File: src/sv/fsrm_pkg.sv
// Shared types and constants of the flash segment ring manager.
// No dependencies; used by the controller, datapath, top level and checker.
package fsrm_pkg;

   localparam int STATUS_W    = 2;
   localparam int ADDR_W      = 18;
   localparam int SEG_OUT_W   = 6;
   localparam int SERIES_ID_W = 6;
   localparam int TIME_W      = 32;
   localparam int CSR_INDEX_W = 3;
   localparam int CSR_DATA_W  = 16;
   localparam int COUNT_W     = 4;
   localparam int HINT_BLK_W  = 6;   // hint every 64 blocks
   localparam int PCT_W       = 7;

   localparam logic [STATUS_W-1:0] STATUS_DONE    = 2'd0;
   localparam logic [STATUS_W-1:0] STATUS_RECLAIM = 2'd1;
   localparam logic [STATUS_W-1:0] STATUS_BUSY    = 2'd2;

   localparam logic KIND_WRITE = 1'b0;
   localparam logic KIND_GC    = 1'b1;

   localparam logic [CSR_INDEX_W-1:0] CSR_SEGMENT_COUNT   = 3'd0;
   localparam logic [CSR_INDEX_W-1:0] CSR_ERASE_QUOTA     = 3'd1;
   localparam logic [CSR_INDEX_W-1:0] CSR_QUOTA_WINDOW_MS = 3'd2;
   localparam logic [CSR_INDEX_W-1:0] CSR_HINT_PERIOD_MS  = 3'd3;
   localparam logic [CSR_INDEX_W-1:0] CSR_WARN_PERCENT    = 3'd4;
   localparam logic [CSR_INDEX_W-1:0] CSR_BUSY_PERCENT    = 3'd5;

   localparam logic [6:0]  RST_SEGMENT_COUNT   = 7'd64;
   localparam logic [3:0]  RST_ERASE_QUOTA     = 4'd2;
   localparam logic [15:0] RST_QUOTA_WINDOW_MS = 16'd1000;
   localparam logic [15:0] RST_HINT_PERIOD_MS  = 16'd2000;
   localparam logic [6:0]  RST_WARN_PERCENT    = 7'd10;
   localparam logic [6:0]  RST_BUSY_PERCENT    = 7'd5;

   localparam logic [COUNT_W-1:0] COUNT_MAX   = 4'd15;
   localparam logic [TIME_W-1:0]  TIME_ALL_ONES = 32'hFFFF_FFFF;
   localparam int                 PERCENT_FULL = 100;

   typedef enum logic [6:0] {
      ST_IDLE     = 7'b000_0001,
      ST_WR_UPD   = 7'b000_0010,
      ST_WR_NEXT  = 7'b000_0100,
      ST_GC_SCAN  = 7'b000_1000,
      ST_GC_DRAIN = 7'b001_0000,
      ST_GC_EVAL  = 7'b010_0000,
      ST_FINISH   = 7'b100_0000
   } state_type;

   typedef struct packed {
      logic load;       // latch the request, start the operation
      logic wr_upd;     // fold the block into the head summary
      logic wr_next;    // open the next segment's summary
      logic scan_step;  // read one zone map entry
      logic gc_eval;    // watermarks, quota and erase
      logic finish;     // hand the result to the output register
   } cmd_type;

   typedef struct packed {
      logic is_gc;
      logic page_full;
      logic scan_last;
      logic out_free;
   } sts_type;

endpackage

File: src/sv/fsrm_ctrl.sv
// Sequencer of the flash segment ring manager: one operation at a time.
// Depends on fsrm_pkg; drives the datapath through cmd_type, reads sts_type.
module fsrm_ctrl (
   input  logic               clock,
   input  logic               reset,
   input  logic               req_valid,
   output logic               req_stall,
   input  fsrm_pkg::sts_type  sts,
   output fsrm_pkg::cmd_type  cmd
);

   fsrm_pkg::state_type state_ff, state_in;

   always_comb begin
      state_in = state_ff;
      cmd      = '0;
      unique case (state_ff)
         fsrm_pkg::ST_IDLE: begin
            if (req_valid) begin
               cmd.load = 1'b1;
               state_in = sts.is_gc ? fsrm_pkg::ST_GC_SCAN : fsrm_pkg::ST_WR_UPD;
            end
         end
         fsrm_pkg::ST_WR_UPD: begin
            cmd.wr_upd = 1'b1;
            state_in   = sts.page_full ? fsrm_pkg::ST_WR_NEXT : fsrm_pkg::ST_FINISH;
         end
         fsrm_pkg::ST_WR_NEXT: begin
            cmd.wr_next = 1'b1;
            state_in    = fsrm_pkg::ST_FINISH;
         end
         fsrm_pkg::ST_GC_SCAN: begin
            cmd.scan_step = 1'b1;
            if (sts.scan_last) begin
               state_in = fsrm_pkg::ST_GC_DRAIN;
            end
         end
         fsrm_pkg::ST_GC_DRAIN: begin
            state_in = fsrm_pkg::ST_GC_EVAL;
         end
         fsrm_pkg::ST_GC_EVAL: begin
            cmd.gc_eval = 1'b1;
            state_in    = fsrm_pkg::ST_FINISH;
         end
         fsrm_pkg::ST_FINISH: begin
            if (sts.out_free) begin
               cmd.finish = 1'b1;
               state_in   = fsrm_pkg::ST_IDLE;
            end
         end
         default: begin
            state_in = fsrm_pkg::ST_IDLE;
         end
      endcase
   end

   always_ff @(posedge clock) begin
      if (reset) begin
         state_ff <= fsrm_pkg::ST_IDLE;
      end else begin
         state_ff <= state_in;
      end
   end

   assign req_stall = (state_ff != fsrm_pkg::ST_IDLE);

endmodule

File: config.mk
export PLATFORM = sky130hd
export DESIGN_NAME = fsrm_ctrl
export DESIGN_NICKNAME = d
export VERILOG_FILES = /design/src/sv/fsrm_pkg.sv /design/src/sv/fsrm_ctrl.sv
export SDC_FILE = /design/constraint.sdc
export NUM_CORES = 1
export LEC_CHECK = 0
export BUFFER_PORTS_ARGS = -buffer_cell sky130_fd_sc_hd__buf_2
export CORE_ASPECT_RATIO = 1.1
export CORE_MARGIN = 4
export CORE_UTILIZATION = 25
export DETAILED_ROUTE_END_ITERATION = 6
export GPL_TIMING_DRIVEN = 0
export SLEW_MARGIN = 15
export SYNTH_ARGS = -nofsm -noshare
export SYNTH_HDL_FRONTEND = slang
export SYNTH_SLANG_ARGS = --single-unit
File: constraint.sdc
create_clock -name clock -period 1.48 [get_ports clock]
set_clock_uncertainty 0.2 [all_clocks]
set_input_delay 0.222 -clock clock [delete_from_list [all_inputs] [get_ports clock]]
set_output_delay 0.222 -clock clock [all_outputs]
set_load 0.005 [all_outputs]
== After elaboration in Yosys (flattened, before gate mapping) ==
Cells that the tools add are included.

* Equal/unequal tests: 11
* Muxes and demuxes: 14
* Reductions and logical operators: 2

{| class="wikitable"
|+ Operators by type and width
! cell !! number
|-
| 7-bit one-hot mux with 6 select lines || 1
|-
| 7-bit two-way mux || 4
|-
| 1-bit two-way mux || 8
|-
| 7-bit by 1-bit equality test with 1-bit output, second input constant || 1
|-
| 7-bit by 2-bit equality test with 1-bit output, second input constant || 1
|-
| 7-bit by 3-bit equality test with 1-bit output, second input constant || 1
|-
| 7-bit by 4-bit equality test with 1-bit output, second input constant || 1
|-
| 7-bit by 5-bit equality test with 1-bit output, second input constant || 1
|-
| 7-bit by 6-bit equality test with 1-bit output, second input constant || 1
|-
| 7-bit equality test, second input constant || 1
|-
| 7-bit by 1-bit inequality test with 1-bit output, second input constant || 1
|-
| 2-bit inequality test, second input constant || 3
|-
| 4-bit two-way mux || 1
|-
| 3-bit AND reduction || 1
|-
| 2-bit OR reduction || 1
|}

* Bits in registers: 7
* Input bits: 7
* Output and inout bits: 7
* Word-level logic and storage cells: 28

== Logic depth before layout (Yosys ltp) ==
* Depth after elaboration: 3
* Mapped depth: 5
* Gate-level depth less buffers: 4

== Least setup slack after synthesis ==
No wires, ideal clock.

* Path kind: register to register
* Start: register state_ff[1]
* End: register state_ff[6]
* Library setup time: 0.115 ns
* Data arrival time: 1.113 ns
* Data required time: 1.165 ns
* Setup slack: 0.052 ns
* Cell stages (with the launch flop): 6
* Buffers on the path: 1
* Period minus slack after synthesis: 1.428 ns
* Cells stage by stage: dfxtp_1 buf_6 nor3_2 nand4b_1 or2_0 and3_1

* Cells in the longest elaborated chain, start to end: 3
* Elaborated cells on any way between the ends: 13
* Classes of those cells: eq/ne (10); mux (1); reduce/logical (2)

{| class="wikitable"
|+ RTL lines
! what !! RTL line !! source
|-
| start: declaration || fsrm_ctrl.sv:12 || <nowiki>fsrm_pkg::state_type state_ff, state_in;</nowiki>
|-
| start signal: assignment || fsrm_ctrl.sv:59 || <nowiki>state_ff <= fsrm_pkg::ST_IDLE;</nowiki>
|-
| start signal: assignment || fsrm_ctrl.sv:61 || <nowiki>state_ff <= state_in;</nowiki>
|-
| 7-bit by 6-bit equality test with 1-bit output, or another cell as far along || fsrm_ctrl.sv:17 || <nowiki>unique case (state_ff)</nowiki>
|-
| 2-bit OR reduction (no line) or 2-bit inequality test (tied branches) || - ||
|-
| 7-bit one-hot mux with 6 select lines or 3-bit AND reduction (tied branches) || - ||
|}

Several ways; a longest one is shown, not always the timed one.
A chain may end at the register's enable or synchronous reset.

==> flow_summary.toml <==
[synthesis]
yosys.area.top_type_share_pct = 30.5
synth.cell_area_um2 = 459
netlist_instances = 54
synth_seq_cells = 7
ys_warn_count = 0
synth_area_leaders = "dfxtp_1 31%, nor3b_1 8.2%, nor3b_2 5.4%"
synth_area_leader_cell = "dfxtp_1"
syn_avg_cell_area_um2 = 8.50
synthTopCellsByCount = "7 x dfxtp_1, 5 x nor3b_1, 4 x nand2_1"
synth_cell_types = 28
syn_nets = 61
synth_async_sr_flop_share_pct = 0
synth_flop_cell = "dfxtp_1"
ys_seq_area_share_pct = 30.5
synth_edf_count = 0
synthMostInstantiatedCell = "dfxtp_1"

[setup_path]
critPathSlowestCell = "dfxtp_4"
cp-start-kind = "flip-flop"
cp.arrival_ns = 1.36
critPathMaxStageDelay_ns = 0.35
cp_num_buf_inv = 1
path_cells = "nor3_4 -> and4b_2 -> and2_4 -> buf_6"
crit_family = "simple AND/OR/NAND/NOR gates"
endpoint_kind = "output pin"
crit_required_ns = 1.06
worstSetupPathType = "reg -> out"
crit_fanout = 4

[sta]
slew_violations = 0
setup_ws_ns = -0.302
rsz0062_at_grt = "true"
setup_viol = 11
relSlewSlack_pct = 76.8
fin_crit_sh_pct = 120
fmax_mhz = 561
setup_tns_ns = -1.89
hold_viol_final = 0
worst_pin_slew_ns = 0.347
period_minus_slack_ns = 1.78

[clocking]
cts_max_level = 1
cts_tree = "yes"
clock-sinks = 7
cts_buffer_depth = 2
clk_latency_ns = 0.25
cts_buffers = 3
clk_pin_slew_ns = 0.05
cts_root_buf = "clkbuf_4"

[floorplan]
io_pins = 14
chipHeight_um = 53.0
die_w_um = 48.9
core_area_um2 = 1650
rows = 15
initial_utilization_pct = 27.8
dieArea_um2 = 2590

[layout]
top_register = "state_ff"
largest_registers = "state_ff x7"
layout.nets = 95
diodes = 0
drive_gt1_share_pct = 62.1
stdcell_count = 104
syn_to_final_growth_pct = 69.5
largest_reg_flops = 7
fin_area_um2 = 778

[place]
dp_slack_ns = -0.0990
place_area_um2 = 546
dp_cells = 84
dpl.hpwl_um = 826
gp_congestion = 0.664
numPortBuffers = 13

[run]
max-cap-violations = 0

[drt]
avgViaCountPerCell = 5.34
drt_iter0_drc = 18
dr.pass1.iters = 4
drc = 0
ant_nets = 0
totalWireLength_um = 1450
wire_per_inst_um = 14.0
vias = 555

[hold_path]
hold_class = "in -> reg"

[grt]
grt_pass1_wl_um = 2210
grt_start_max_net_pins = 11
antenna_found_initial = 0
grt_use_total_pct = 11.1
overflow = 0
grt_pass1_vias = 501

[outcome]
violations = "setup timing"
status = "finished with violations"

[power_and_ir_drop]
power.density_nw_per_um2 = 853
p_leak_uw = 0.000359
ir_worst_vdd_mv = 0.494
-- area by class of cell --
type | instances | area (µm²)
multi-input cells | 43 | 345
clock buffers | 4 | 26.3
repair buffers | 29 | 204
well taps | 17 | 21.3
inverters | 2 | 7.51
flip-flops and latches | 7 | 151
fillers | 161 | 873
plain buffers | 2 | 22.5
-- layer usage --
layer,vias up,GRT usage (%),part of all wire [%],routed length (µm)
met3,2,4.51,4.5,66
met4,0,4.04,1.7,24
met5,-,0,0,0
li1,265,-,-,-
met2,15,19.1,53,771
met1,273,12.1,41,590
-- report_power, final --
part / switching (µW) / internal (µW)
sequential: 27.0 / 202
clock: 67.0 / 103
combinational: 119 / 147
total: 213 / 451
-- cell usage in the layout (no fill, tap or decap), types with 2 or more instances in the layout --
master / netlist / layout
nand2_1: 4 / 3
and3_1: 2 / 2
nor3b_1: 5 / 2
clkbuf_4: 0 / 3
nor2_2: 0 / 2
nor2b_1: 2 / 2
buf_6: 2 / 5
nor3_4: 0 / 3
dfxtp_2: 0 / 3
buf_4: 0 / 12
xnor2_1: 2 / 2
dlygate4sd3_1: 0 / 2
buf_2: 0 / 12
nor3b_2: 2 / 5
a21oi_1: 3 / 2
o21ai_0: 2 / 2
dfxtp_4: 0 / 2
dfxtp_1: 7 / 2
inv_1: 2 / 2
-- through the flow --
step                      hold WS (ns)  utilization, %  total power (µW)
after global placement           0.209            33.0               393
after floorplan                 0.0908               -               343
final                           0.0575            47.1               664
after CTS                       0.0501            42.7               614
after detailed placement         0.215            33.0               396
after global routing            0.0675            47.1               712
-- timing repair --
action / 4_1_cts / 5_1_grt
hold endpoints to repair: 2 / 0
gates resized for setup: 14 / 10
hold buffers: 2 / 0
cloned: 0 / 0
setup endpoints to repair: 10 / 13
buffers inserted: 9 / 5
pin swaps: 8 / 10
-- worst register-to-register path, delay by kind of cell, from the launching register on --
family | cells | cell delay [ns]
AND/OR/NAND/NOR | 3 | 0.46
flip-flops | 1 | 0.31
buffers and inverters | 3 | 0.41
AO/OA/AOI/OAI | 1 | 0.22
-- cells by family after synthesis --
kind of cell	after synthesis	synth area share, %
AND/OR/NAND/NOR	32	47.7
XOR/XNOR	2	3.82
buffers and inverters	4	6.54
AO/OA/AOI/OAI	9	11.4
flip-flops	7	30.5
-- path summary, 6_finish.rpt --
| path | from | end | slack (ns) | cells after the start |
|---|---|---|---|---|
| worst max-delay path | state_ff[2] | cmd[5] | -0.30 | 4 |
| worst min-delay path | req_valid | state_ff[3] | 0.06 | 3 |
| worst max register to register | state_ff[3] | state_ff[6] | -0.17 | 7 |
| worst min register to register | state_ff[4] | state_ff[5] | 0.37 | 1 |
Power figures use the tool's default switching activity.
